File: src/design/psos_pkg.sv
// Shared types and constants of the PostScript operand stack.
// Used by the controller, the datapath and the top level.
`timescale 1ns / 1ps
`default_nettype none
package psos_pkg;

	localparam int CMD_W    = 4;
	localparam int TAG_W    = 2;
	localparam int STAT_W   = 3;
	localparam int DOUT_W   = 9;
	localparam int IVAL_W   = 32;

	localparam logic [TAG_W-1:0] TAG_INT   = 2'd0;
	localparam logic [TAG_W-1:0] TAG_MARK  = 2'd1;
	localparam logic [TAG_W-1:0] TAG_OTHER = 2'd2;

	typedef enum logic [CMD_W-1:0] {
		CMD_PUSH   = 4'd0,
		CMD_CLEAR  = 4'd1,
		CMD_CTMARK = 4'd2,
		CMD_COUNT  = 4'd3,
		CMD_CNTTM  = 4'd4,
		CMD_DUP    = 4'd5,
		CMD_EXCH   = 4'd6,
		CMD_INDEX  = 4'd7,
		CMD_MARK   = 4'd8,
		CMD_POP    = 4'd9,
		CMD_ROLL   = 4'd10
	} cmd_t;

	typedef enum logic [STAT_W-1:0] {
		ST_OK        = 3'd0,
		ST_UNDERFLOW = 3'd1,
		ST_OVERFLOW  = 3'd2,
		ST_RANGE     = 3'd3,
		ST_TYPE      = 3'd4,
		ST_UNMATCHED = 3'd5
	} status_t;

	// datapath micro-operations
	typedef enum logic [4:0] {
		OP_NONE,
		OP_LOAD,
		OP_PUSH,
		OP_PUSH_MARK,
		OP_PUSH_CNT,
		OP_PUSH_CTM,
		OP_PUSH_A,
		OP_WR_TOP_B,
		OP_WR_SEC_A,
		OP_WR_LO_B,
		OP_WR_HI_A,
		OP_CLEAR,
		OP_POP,
		OP_CTM_INIT,
		OP_SCAN_NEXT,
		OP_CTM_DROP,
		OP_IDX_PTR,
		OP_ROLL_INIT,
		OP_DIV_STEP,
		OP_DIV_FIX,
		OP_REV1,
		OP_REV2,
		OP_REV3,
		OP_RESULT
	} op_t;

	typedef enum logic [2:0] {
		RD_NONE,
		RD_TOP,
		RD_SEC,
		RD_LO,
		RD_HI
	} rd_sel_t;

	typedef enum logic [1:0] {
		CAP_NONE,
		CAP_A,
		CAP_B
	} cap_sel_t;

	typedef enum logic [1:0] {
		PH_ALL,
		PH_LOW,
		PH_HIGH
	} phase_t;

	typedef enum logic [4:0] {
		S_IDLE,
		S_DEC,
		S_SCAN_RD,
		S_SCAN_CK,
		S_DUP_CAP,
		S_DUP_WR,
		S_EX_A,
		S_EX_B,
		S_EX_W1,
		S_EX_W2,
		S_IX_A,
		S_IX_CK,
		S_IX_RD,
		S_IX_B,
		S_IX_W,
		S_RL_B,
		S_RL_A,
		S_RL_CK,
		S_DIV,
		S_RL_GO,
		S_SW_CHK,
		S_SW_A,
		S_SW_B,
		S_SW_W1,
		S_SW_W2,
		S_RES,
		S_RES_OUT,
		S_OUT
	} state_t;

	typedef struct packed {
		op_t      op;
		rd_sel_t  rd;
		cap_sel_t cap;
		logic     st_we;
		status_t  st;
	} dp_ctl_t;

	typedef struct packed {
		logic [CMD_W-1:0] cmd;
		logic d_zero;
		logic d_lt2;
		logic d_full;
		logic ptag_bad;
		logic rd_mark;
		logic lo_zero;
		logic a_int;
		logic b_int;
		logic idx_bad;
		logic roll_bad;
		logic n_le1;
		logic div_done;
		logic rem_zero;
		logic lo_lt_hi;
	} dp_flags_t;

endpackage
`default_nettype wire

File: src/design/psos_ctrl.sv
// Command sequencer of the operand stack: a single state machine steps through every command.
// Depends on psos_pkg; drives psos_dp through dp_ctl_t.
`timescale 1ns / 1ps
`default_nettype none
module psos_ctrl import psos_pkg::*; (
	input  wire logic      clk,
	input  wire logic      arst_n,
	input  wire logic      in_valid,
	output logic           in_ready,
	output logic           out_valid,
	input  wire logic      out_ready,
	input  wire dp_flags_t flags,
	output dp_ctl_t        ctl
);

	state_t state_q, state_d;
	phase_t phase_q, phase_d;

	always_ff @(posedge clk or negedge arst_n) begin
		if (!arst_n) begin
			state_q <= S_IDLE;
			phase_q <= PH_ALL;
		end else begin
			state_q <= state_d;
			phase_q <= phase_d;
		end
	end

	always_comb begin
		ctl       = '{op: OP_NONE, rd: RD_NONE, cap: CAP_NONE, st_we: 1'b0, st: ST_OK};
		state_d   = state_q;
		phase_d   = phase_q;
		in_ready  = 1'b0;
		out_valid = 1'b0;
		unique case (state_q)
			S_IDLE: begin
				in_ready = 1'b1;
				if (in_valid) begin
					ctl.op  = OP_LOAD;
					state_d = S_DEC;
				end
			end
			S_DEC: begin
				state_d = S_RES;
				unique case (flags.cmd)
					CMD_PUSH: begin
						if (flags.ptag_bad) begin
							ctl.st_we = 1'b1; ctl.st = ST_TYPE;
						end else if (flags.d_full) begin
							ctl.st_we = 1'b1; ctl.st = ST_OVERFLOW;
						end else begin
							ctl.op = OP_PUSH;
						end
					end
					CMD_CLEAR: ctl.op = OP_CLEAR;
					CMD_CTMARK, CMD_CNTTM: begin
						if (flags.d_zero) begin
							ctl.st_we = 1'b1; ctl.st = ST_UNMATCHED;
						end else begin
							ctl.op  = OP_CTM_INIT;
							state_d = S_SCAN_RD;
						end
					end
					CMD_COUNT: begin
						if (flags.d_full) begin
							ctl.st_we = 1'b1; ctl.st = ST_OVERFLOW;
						end else begin
							ctl.op = OP_PUSH_CNT;
						end
					end
					CMD_DUP: begin
						if (flags.d_zero) begin
							ctl.st_we = 1'b1; ctl.st = ST_UNDERFLOW;
						end else if (flags.d_full) begin
							ctl.st_we = 1'b1; ctl.st = ST_OVERFLOW;
						end else begin
							ctl.rd  = RD_TOP;
							state_d = S_DUP_CAP;
						end
					end
					CMD_EXCH: begin
						if (flags.d_lt2) begin
							ctl.st_we = 1'b1; ctl.st = ST_UNDERFLOW;
						end else begin
							ctl.rd  = RD_TOP;
							state_d = S_EX_A;
						end
					end
					CMD_INDEX: begin
						if (flags.d_zero) begin
							ctl.st_we = 1'b1; ctl.st = ST_UNDERFLOW;
						end else begin
							ctl.rd  = RD_TOP;
							state_d = S_IX_A;
						end
					end
					CMD_MARK: begin
						if (flags.d_full) begin
							ctl.st_we = 1'b1; ctl.st = ST_OVERFLOW;
						end else begin
							ctl.op = OP_PUSH_MARK;
						end
					end
					CMD_POP: begin
						if (flags.d_zero) begin
							ctl.st_we = 1'b1; ctl.st = ST_UNDERFLOW;
						end else begin
							ctl.op = OP_POP;
						end
					end
					CMD_ROLL: begin
						if (flags.d_lt2) begin
							ctl.st_we = 1'b1; ctl.st = ST_UNDERFLOW;
						end else begin
							ctl.rd  = RD_SEC;
							state_d = S_RL_B;
						end
					end
					default: state_d = S_RES;
				endcase
			end
			S_SCAN_RD: begin
				ctl.rd  = RD_LO;
				state_d = S_SCAN_CK;
			end
			S_SCAN_CK: begin
				if (flags.rd_mark) begin
					state_d = S_RES;
					if (flags.cmd == CMD_CTMARK) begin
						ctl.op = OP_CTM_DROP;
					end else if (flags.d_full) begin
						ctl.st_we = 1'b1; ctl.st = ST_OVERFLOW;
					end else begin
						ctl.op = OP_PUSH_CTM;
					end
				end else if (flags.lo_zero) begin
					ctl.st_we = 1'b1; ctl.st = ST_UNMATCHED;
					state_d = S_RES;
				end else begin
					ctl.op  = OP_SCAN_NEXT;
					state_d = S_SCAN_RD;
				end
			end
			S_DUP_CAP: begin
				ctl.cap = CAP_A;
				state_d = S_DUP_WR;
			end
			S_DUP_WR: begin
				ctl.op  = OP_PUSH_A;
				state_d = S_RES;
			end
			S_EX_A: begin
				ctl.cap = CAP_A;
				ctl.rd  = RD_SEC;
				state_d = S_EX_B;
			end
			S_EX_B: begin
				ctl.cap = CAP_B;
				state_d = S_EX_W1;
			end
			S_EX_W1: begin
				ctl.op  = OP_WR_TOP_B;
				state_d = S_EX_W2;
			end
			S_EX_W2: begin
				ctl.op  = OP_WR_SEC_A;
				state_d = S_RES;
			end
			S_IX_A: begin
				ctl.cap = CAP_A;
				state_d = S_IX_CK;
			end
			S_IX_CK: begin
				if (!flags.a_int) begin
					ctl.st_we = 1'b1; ctl.st = ST_TYPE;
					state_d = S_RES;
				end else if (flags.idx_bad) begin
					ctl.st_we = 1'b1; ctl.st = ST_RANGE;
					state_d = S_RES;
				end else begin
					ctl.op  = OP_IDX_PTR;
					state_d = S_IX_RD;
				end
			end
			S_IX_RD: begin
				ctl.rd  = RD_LO;
				state_d = S_IX_B;
			end
			S_IX_B: begin
				ctl.cap = CAP_B;
				state_d = S_IX_W;
			end
			S_IX_W: begin
				ctl.op  = OP_WR_TOP_B;
				state_d = S_RES;
			end
			S_RL_B: begin
				ctl.cap = CAP_B;
				ctl.rd  = RD_TOP;
				state_d = S_RL_A;
			end
			S_RL_A: begin
				ctl.cap = CAP_A;
				state_d = S_RL_CK;
			end
			S_RL_CK: begin
				if (!flags.b_int || !flags.a_int) begin
					ctl.st_we = 1'b1; ctl.st = ST_TYPE;
					state_d = S_RES;
				end else if (flags.roll_bad) begin
					ctl.st_we = 1'b1; ctl.st = ST_RANGE;
					state_d = S_RES;
				end else begin
					// init also drops the two operands
					ctl.op  = OP_ROLL_INIT;
					state_d = flags.n_le1 ? S_RES : S_DIV;
				end
			end
			S_DIV: begin
				if (flags.div_done) begin
					ctl.op  = OP_DIV_FIX;
					state_d = S_RL_GO;
				end else begin
					ctl.op = OP_DIV_STEP;
				end
			end
			S_RL_GO: begin
				if (flags.rem_zero) begin
					state_d = S_RES;
				end else begin
					ctl.op  = OP_REV1;
					phase_d = PH_ALL;
					state_d = S_SW_CHK;
				end
			end
			S_SW_CHK: begin
				if (flags.lo_lt_hi) begin
					ctl.rd  = RD_LO;
					state_d = S_SW_A;
				end else begin
					unique case (phase_q)
						PH_ALL: begin
							ctl.op  = OP_REV2;
							phase_d = PH_LOW;
						end
						PH_LOW: begin
							ctl.op  = OP_REV3;
							phase_d = PH_HIGH;
						end
						PH_HIGH: state_d = S_RES;
						default: state_d = S_RES;
					endcase
				end
			end
			S_SW_A: begin
				ctl.cap = CAP_A;
				ctl.rd  = RD_HI;
				state_d = S_SW_B;
			end
			S_SW_B: begin
				ctl.cap = CAP_B;
				state_d = S_SW_W1;
			end
			S_SW_W1: begin
				ctl.op  = OP_WR_LO_B;
				state_d = S_SW_W2;
			end
			S_SW_W2: begin
				ctl.op  = OP_WR_HI_A;
				state_d = S_SW_CHK;
			end
			S_RES: begin
				ctl.rd  = RD_TOP;
				state_d = S_RES_OUT;
			end
			S_RES_OUT: begin
				ctl.op  = OP_RESULT;
				state_d = S_OUT;
			end
			S_OUT: begin
				out_valid = 1'b1;
				if (out_ready) begin
					state_d = S_IDLE;
				end
			end
			default: state_d = S_IDLE;
		endcase
	end

endmodule
`default_nettype wire

File: config.mk
export PLATFORM = sky130hd
export DESIGN_NAME = psos_ctrl
export DESIGN_NICKNAME = d
export VERILOG_FILES = /design/src/design/psos_pkg.sv /design/src/design/psos_ctrl.sv
export SDC_FILE = /design/constraint.sdc
export NUM_CORES = 1
export LEC_CHECK = 0
export ABC_CLOCK_PERIOD_IN_PS = 1700
export BUFFER_PORTS_ARGS = -buffer_cell sky130_fd_sc_hd__buf_2
export CORE_ASPECT_RATIO = 0.7
export CORE_UTILIZATION = 50
export DETAILED_ROUTE_END_ITERATION = 7
export PLACE_DENSITY = 0.88
export SLEW_MARGIN = 10
export SYNTH_ARGS = -nofsm -noshare
export SYNTH_HDL_FRONTEND = slang
export SYNTH_SLANG_ARGS = --single-unit
File: constraint.sdc
create_clock -name clk -period 1.7 [get_ports clk]
set_input_delay 0.17 -clock clk [delete_from_list [all_inputs] [get_ports clk]]
set_output_delay 0.17 -clock clk [all_outputs]
set_load 0.02 [all_outputs]
==> impl_metrics.py, run 1 <==
metrics = {
    "floorplan": {
        "io_pins": 38,
        "die_w_microns": 73.9,
        "initial_core_util": 0.550,
        "rows": 17,
        "die_h_microns": 52.4,
    },
    "synthesis": {
        "synthTopCellsByArea": "dfrtp_1 9.7%, nand2_1 5.6%, nor2b_1 5.5%",
        "synth_top_family_by_area": "simple AND/OR/NAND/NOR gates",
        "synth_area_sq_um": 1810,
        "synthSimpleGateAreaFrac": 0.421,
        "syn_avg_cell_area_sq_um": 6.33,
        "synthMuxAreaShare": 0.0117,
        "ys_seq_area_frac": 0.0967,
        "synth_compound_area_frac": 0.378,
        "yosys_warnings": 0,
        "synth_fp_nets": 308,
        "synth_fa_ha_area_frac": 0,
        "synth_cell_types": 59,
        "syn_inst": 286,
        "async_reset_ff_frac": 1.00,
        "synth_edf_count": 0,
        "netlist.area_leader.share": 0.0967,
        "synth_flop_cell": "dfrtp_1",
        "synth-seq-cells": 7,
        "synth_xor_area_frac": 0.00967,
        "synth_area_leader_cell": "dfrtp_1",
    },
    "place": {
        "dp_slack_ns": -0.266,
        "dp_hpwl_microns": 6600,
        "port_buffers": 37,
        "place_congestion": 1.07,
        "dpl.cell_count": 415,
    },
    "run_status": {
        "status": "stopped before the end",
        "error_line": "[ERROR DPL-0038] Utilization greater than 100%, impossible to legalize",
        "stop_stage": "global routing (5_1_grt)",
    },
    "clock_network": {
        "cts_buffers": 3,
        "clock_path_buffers": 2,
        "cts_root_buf": "clkbuf_8",
        "clock_sinks": 7,
        "cts_max_level": 1,
    },
    "grt": {
        "grt_max_degree": 18,
    },
}
==> timing repair <==
| action | in CTS |
|---|---|
| setup buffers | 11 |
| hold endpoints to repair | 7 |
| resized for setup | 75 |
| pin swaps | 17 |
| hold buffers | 1 |
| endpoints found under the setup margin | 20 |
==> stage by stage <==
stage                     instance area, sq um  setup TNS, ns
after floorplan                           1940         -0.283
after global placement                    2580         -0.984
after detailed placement                  2580          -2.21
after CTS                                 2990          -3.86
==> cell usage after synthesis (4+ instances only) <==
cell / count
nand2_1: 27
nor2_1: 22
a21oi_1: 18
clkbuf_1: 17
nor2b_1: 16
nor3_1: 16
o21ai_0: 15
nand2b_1: 11
nand3_1: 10
a31oi_1: 9
buf_2: 9
dfrtp_1: 7
inv_1: 6
nor4_1: 6
or3_1: 6
o21ai_1: 5
a22oi_1: 4
nand4_1: 4
nor3b_1: 4
o2111ai_1: 4
o211ai_1: 4
o221ai_1: 4
==> cell families after synthesis <==
| kind of cell | Yosys count |
|---|---|
| compound gates | 98 |
| xor+xnor | 2 |
| buf+inv | 35 |
| flops | 7 |
| mux | 2 |
| simple gates | 142 |
==> run 2, diff against run 1 <==
--- a/config.mk
+++ b/config.mk
@@ -5,12 +5,11 @@
 export SDC_FILE = /design/constraint.sdc
 export NUM_CORES = 1
 export LEC_CHECK = 0
-export ABC_CLOCK_PERIOD_IN_PS = 1700
+export ABC_CLOCK_PERIOD_IN_PS = 2200
 export BUFFER_PORTS_ARGS = -buffer_cell sky130_fd_sc_hd__buf_2
-export CORE_ASPECT_RATIO = 0.7
-export CORE_UTILIZATION = 50
+export CORE_UTILIZATION = 35
 export DETAILED_ROUTE_END_ITERATION = 7
-export PLACE_DENSITY = 0.88
+export PLACE_DENSITY_LB_ADDON = 0.15
 export SLEW_MARGIN = 10
 export SYNTH_ARGS = -nofsm -noshare
 export SYNTH_HDL_FRONTEND = slang
==> constraint.sdc (replaced) <==
create_clock -name clk -period 2.2 [get_ports clk]
set_input_delay 0.22 -clock clk [delete_from_list [all_inputs] [get_ports clk]]
set_output_delay 0.22 -clock clk [all_outputs]
set_load 0.02 [all_outputs]
==> run 2 against run 1 <==
Compared with the run above: the run now ends clean; synthesized cell count stayed put; synthesized area stayed put.
==> impl_metrics.py, run 2 <==
metrics = {
    "run_status": {
        "status": "completed",
    },
    "finish": {
        "utilization": 0.481,
        "layout_commonest_cell": "buf_2",
        "top_regs": "state_q: 5 flops, phase_q: 2 flops",
        "area_growth_pct": 28.7,
        "drive_gt1_frac": 0.285,
        "final_area_sq_um": 2330,
        "largest_reg_flops": 5,
        "fill_cells": 503,
        "antenna-diode-count": 0,
        "regMostFlops": "state_q",
        "final_cells": 397,
        "layout_common_cells": "34 x buf_2, 32 x buf_4, 27 x nand2_1",
        "nets": 353,
    },
    "drt": {
        "drtAntennaViolNets": 0,
        "vias_per_cell": 6.16,
        "drt_wl_total_microns": 7040,
        "drt_iter0_drc": 338,
        "wl_per_cell_microns": 17.7,
        "vias": 2446,
        "drtPass1Iterations": 5,
        "drc": 0,
    },
    "clock_network": {
        "clock_sinks": 7,
        "cts_root_buf": "clkbuf_8",
        "clkLatencyLatePin_ns": 0.23,
        "cts_buffers": 3,
        "post_cts_buffers": 0,
        "cts_tree": "yes",
        "clk_pin_slew_worst_paths_ns": 0.05,
        "clock_path_buffers": 2,
        "cts_max_level": 1,
    },
    "power_and_ir_drop": {
        "fin_total_pwr_uw": 2550,
        "pwr-share-comb": 0.810,
        "switching_power_uw": 1400,
        "p_seq_frac": 0.118,
        "cellPowerDensity_nw_per_um2": 1090,
        "netSwitchingFraction": 0.551,
        "p_int_uw": 1140,
        "p_leak_uw": 0.000913,
        "ir_drop_v": 0.000463,
        "clockPowerShare": 0.072,
    },
    "grt": {
        "grt-ovfl-total": 0,
        "antenna_found_initial": 0,
        "grtUsageTotal": 0.264,
        "grt_pass1_vias": 2225,
        "grt_max_degree": 27,
        "grt_first_pass_wirelength_microns": 11100,
    },
    "synthesis": {
        "synth_area_sq_um": 1810,
        "synth_edf_count": 0,
        "yosys_warnings": 0,
        "ys_seq_area_frac": 0.0967,
        "synth_cell_types": 59,
        "netlist.area_leader.share": 0.0967,
        "yosysMostFrequentCell": "nand2_1",
        "netlist_top_cells_count": "27 x nand2_1, 22 x nor2_1, 18 x a21oi_1, 17 x clkbuf_1",
        "synth_fp_nets": 308,
        "synth_flop_cell": "dfrtp_1",
        "synthTopCellsByArea": "dfrtp_1 9.7%, nand2_1 5.6%, nor2b_1 5.5%",
        "synth-seq-cells": 7,
        "syn_inst": 286,
        "syn_avg_cell_area_sq_um": 6.33,
        "synth_area_leader_cell": "dfrtp_1",
        "async_reset_ff_frac": 1.00,
    },
    "critical_path": {
        "crit_path_end_kind": "output pin",
        "critPathKind": "reg2out",
        "cp.arrival_ns": 1.93,
        "critPathLaunchType": "register",
        "cp.required_ns": 1.98,
        "critPathMaxFanout": 9,
    },
    "floorplan": {
        "rows": 25,
        "initial_core_util": 0.374,
        "dieArea_sq_um": 5470,
        "io_pins": 38,
        "core_area_sq_um": 4850,
        "die_h_microns": 73.9,
        "die_w_microns": 73.9,
    },
    "place": {
        "dp_hpwl_microns": 5450,
        "placed_cell_area_sq_um": 2190,
        "dpl.cell_count": 392,
        "port_buffers": 37,
        "place_congestion": 0.912,
    },
    "timing": {
        "finalClockSkew_ns": 0.00867,
        "tightest_slew_ns": 0.449,
        "setup_viol": 0,
        "period_share": 0.977,
        "slew_viol_final": 0,
        "hold_slack_ns": 0.354,
        "finalHoldViolations": 0,
        "max_freq_ghz": 0.465,
        "slew_headroom": 0.700,
        "period_minus_slack_ns": 2.15,
        "rsz0062_at_grt": "yes",
    },
    "worst_hold_path": {
        "hp-class": "in2async",
    },
    "run": {
        "max-cap-violations": 0,
    },
}
run 2: power by group through the flow:
stage	combinational [uW]	sequential, uW	clock [uW]
2_1_floorplan	1300	221	0
3_3_place_gp	1950	282	0
3_5_place_dp	1920	282	0
4_1_cts	1960	288	186
5_1_grt	2220	308	194
6_report	2060	300	182
run 2: critical path, stage by stage, from the launching register on:
cell	delay, ns
dfrtp_2	0.45
buf_4	0.19
nor2b_1	0.24
mux2_2	0.21
nand2_1	0.07
o21a_1	0.13
o2111ai_1	0.22
buf_2	0.21
run 2: cell type report:
type	count	area, sq um	share of cell area
well taps	67	83.8	0.0360
clock buffers	3	41.3	0.0177
repair buffers	68	440	0.189
multi-input cells	244	1550	0.667
flip-flops and latches	7	180	0.0773
clock inverters	1	5.00	0.00215
inverters	7	26.3	0.0113
run 2: per-layer routing:
layer  global-route usage  vias to the layer above  wire (microns)
li1                     -                     1180               -
met1                0.392                     1144            3410
met2                0.419                      114            3110
met3              0.00813                        8             426
met4               0.0662                        0              95
met5                    0                        -               0
run 2: repair_timing:
action / CTS / global route
gates resized for setup: 7 / 15
setup endpoints to repair: 6 / 9
hold buffers: 1 / 0
hold endpoints to repair: 7 / 0
run 2: path summary, 6_finish.rpt:
check / slack, ns / from / cells after the start / to
min in group clk: 0.48 / out_ready / 4 / state_q[0]$_DFFE_PN0P_
worst max-delay path: 0.05 / state_q[1]$_DFFE_PN0P_ / 7 / ctl[11]
worst max register to register: 0.26 / state_q[2]$_DFFE_PN0P_ / 7 / state_q[3]$_DFFE_PN0P_
worst min-delay path: 0.35 / arst_n / 2 / state_q[3]$_DFFE_PN0P_
max in group asynchronous: 1.66 / arst_n / 2 / state_q[1]$_DFFE_PN0P_
worst min register to register: 0.59 / phase_q[1]$_DFFE_PN0P_ / 2 / phase_q[1]$_DFFE_PN0P_
run 2: stage by stage:
stage          setup TNS, ns  setup WS, ns
6_report                   0        0.0511
5_1_grt              -0.0488       -0.0270
4_1_cts                    0        0.0125
3_5_place_dp               0         0.182
3_3_place_gp               0         0.159
2_1_floorplan              0        0.0470
run 2: logic make-up (layout without fill, tap and decap cells):
kind of cell / Yosys count / after routing / synth area share
DFF: 7 / 7 / 0.0967
and+or+nand+nor: 142 / 142 / 0.421
muxes: 2 / 2 / 0.0117
xor gates and xnor gates: 2 / 2 / 0.00967
AOI/OAI and AO/OA: 98 / 98 / 0.378
buffers and inverters: 35 / 79 / 0.0829
Power figures use the tool's default switching activity.
==> run 3, diff against run 2 <==
--- a/config.mk
+++ b/config.mk
@@ -10,6 +10,7 @@
 export CORE_UTILIZATION = 35
 export DETAILED_ROUTE_END_ITERATION = 7
 export PLACE_DENSITY_LB_ADDON = 0.15
+export RECOVER_POWER = 100
 export SLEW_MARGIN = 10
 export SYNTH_ARGS = -nofsm -noshare
 export SYNTH_HDL_FRONTEND = slang
==> run 3 against run 2 <==
Compared with the run above: non-clock buffer count unchanged; highest routed layer unchanged; clock-buffer cell count unchanged; flip-flop and latch count unchanged; sequential power about the same; global-route usage unchanged; critical path depth unchanged; die area unchanged; routed wire length about the same; core utilization down 0.052 points; critical endpoint unchanged; critical path type unchanged.
==> impl_metrics.py, run 3 (synthesis gave the netlist of run 2 again) <==
metrics = {
    "grt": {
        "grt_pass1_vias": 2225,
        "grt_use_met2": 0.419,
        "grt-ovfl-total": 0,
        "use_met3": 0.00813,
        "grt_max_degree": 27,
        "grtUsageMet1": 0.392,
        "grtUsageTotal": 0.264,
        "grt_busiest_layer": "met2",
        "antenna_found_initial": 0,
        "grt_first_pass_wirelength_microns": 11100,
    },
    "timing": {
        "max_freq_ghz": 0.464,
        "tightest_slew_ns": 0.451,
        "setup_viol": 0,
        "slew_headroom": 0.699,
        "period_minus_slack_ns": 2.15,
        "finalHoldViolations": 0,
        "slew_viol_final": 0,
        "tns_ns": 0,
        "finalClockSkew_ns": 0.00867,
        "setup_ws_ns": 0.0457,
        "period_share": 0.979,
        "hold_slack_ns": 0.419,
        "rsz0062_at_grt": "yes",
    },
    "clock_network": {
        "clock_sinks": 7,
        "cts_tree": "yes",
        "clk_pin_slew_worst_paths_ns": 0.05,
        "cts_buffers": 3,
        "clock_path_buffers": 2,
        "post_cts_buffers": 0,
        "clkLatencyLatePin_ns": 0.23,
        "cts_root_buf": "clkbuf_8",
        "cts_max_level": 1,
    },
    "drt": {
        "vias": 2445,
        "drtPass1Iterations": 8,
        "drtAntennaViolNets": 0,
        "drt_iter0_drc": 338,
        "vias_per_cell": 6.16,
        "drt_wl_total_microns": 7040,
        "drc": 0,
        "wl_per_cell_microns": 17.7,
    },
    "power_and_ir_drop": {
        "netSwitchingFraction": 0.552,
        "p_int_uw": 1140,
        "cellPowerDensity_nw_per_um2": 1090,
        "fin_total_pwr_uw": 2540,
        "p_seq_frac": 0.119,
        "switching_power_uw": 1400,
        "clockPowerShare": 0.072,
        "ir_drop_v": 0.000463,
        "p_leak_uw": 0.000906,
        "pwr-share-comb": 0.810,
    },
    "finish": {
        "drive_gt1_frac": 0.279,
        "largest_reg_flops": 5,
        "regMostFlops": "state_q",
        "fill_cells": 502,
        "area_growth_pct": 28.5,
        "layout_common_cells": "32 x buf_2, 32 x buf_4, 27 x nand2_1",
        "nets": 353,
        "utilization": 0.480,
        "antenna-diode-count": 0,
        "layout.area.seq_sq_um": 180,
        "multi_input_area_sq_um": 1550,
        "top_regs": "state_q: 5 flops, phase_q: 2 flops",
    },
    "critical_path": {
        "critPathMaxFanout": 9,
        "path_buf_inv": 2,
        "max_stage_delay_ns": 0.45,
        "reg2reg_depth": 7,
        "critPathKind": "reg2out",
        "cp.required_ns": 1.98,
        "crit_path_end_kind": "output pin",
        "cp_slowest_cell": "dfrtp_2",
        "cp_top_family": "flip-flops",
        "critPathLaunchType": "register",
        "crit_cells": 7,
        "cp.arrival_ns": 1.93,
        "crit_chain": "buf_4 -> nor2b_1 -> mux2_2 -> nand2_1 -> o21a_1 -> o2111ai_1 -> buf_2",
    },
    "floorplan": {
        "dieArea_sq_um": 5470,
        "rows": 25,
        "core_area_sq_um": 4850,
        "io_pins": 38,
        "initial_core_util": 0.374,
        "die_w_microns": 73.9,
        "die_h_microns": 73.9,
    },
    "run": {
        "max-cap-violations": 0,
    },
    "run_status": {
        "status": "completed",
    },
    "place": {
        "dp_hpwl_microns": 5450,
        "place_congestion": 0.912,
        "dp_slack_ns": 0.182,
        "port_buffers": 37,
    },
    "worst_hold_path": {
        "hp-class": "in2async",
    },
}
[run 3: cell types whose count changed in the layout (fill, tap and decap cells not counted), sizes merged]
cell / previous run / this run
buf: 67 / 65
clkbuf: 3 / 5
[run 3: layout make-up]
cell class,count,share of cell area
clock inverters,1,0.00215
repair buffers,68,0.188
inverters,7,0.0113
clock buffers,3,0.0177
well taps,67,0.0360
multi-input cells,244,0.667
flip-flops and latches,7,0.0774
[run 3: timing repair]
item | 4_1_cts | 5_1_grt
hold buffers | 1 | 0
gates resized for setup | 7 | 15
hold endpoints to repair | 7 | 0
endpoints found under the setup margin | 6 | 9
[run 3: worst paths after layout]
kind / from / to / slack [ns]
min in group clk: out_ready / state_q[0]$_DFFE_PN0P_ / 0.48
max in group asynchronous: arst_n / state_q[1]$_DFFE_PN0P_ / 1.47
min reg2reg: phase_q[1]$_DFFE_PN0P_ / phase_q[1]$_DFFE_PN0P_ / 0.59
min: arst_n / state_q[2]$_DFFE_PN0P_ / 0.42
max: state_q[1]$_DFFE_PN0P_ / ctl[11] / 0.05
max reg2reg: state_q[2]$_DFFE_PN0P_ / state_q[3]$_DFFE_PN0P_ / 0.27
[run 3: power by group through the flow]
stage / Combinational [uW] / Sequential (uW) / Clock (uW)
2_1_floorplan: 1300 / 221 / 0
3_3_place_gp: 1950 / 282 / 0
3_5_place_dp: 1920 / 282 / 0
4_1_cts: 1960 / 288 / 186
5_1_grt: 2220 / 308 / 194
6_report: 2060 / 302 / 182
[run 3: metrics by stage]
step | cells | instance area (sq um)
floorplan | 286 | 1810
global route | 397 | 2330
finish | 397 | 2330
detailed placement | 392 | 2190
global placement | 392 | 2190
CTS | 397 | 2280
[run 3: routing by layer]
layer / wire [microns] / up-vias
met5: 0 / -
met4: 110 / 0
met3: 409 / 10
met2: 3070 / 109
met1: 3450 / 1147
li1: - / 1179
[run 3: worst register-to-register path, delay by kind of cell (launching register included)]
kind	cells	cell delay, ns
and+or+nand+nor	3	0.74
AOI/OAI and AO/OA	2	0.32
buffers and inverters	2	0.38
DFF	1	0.40
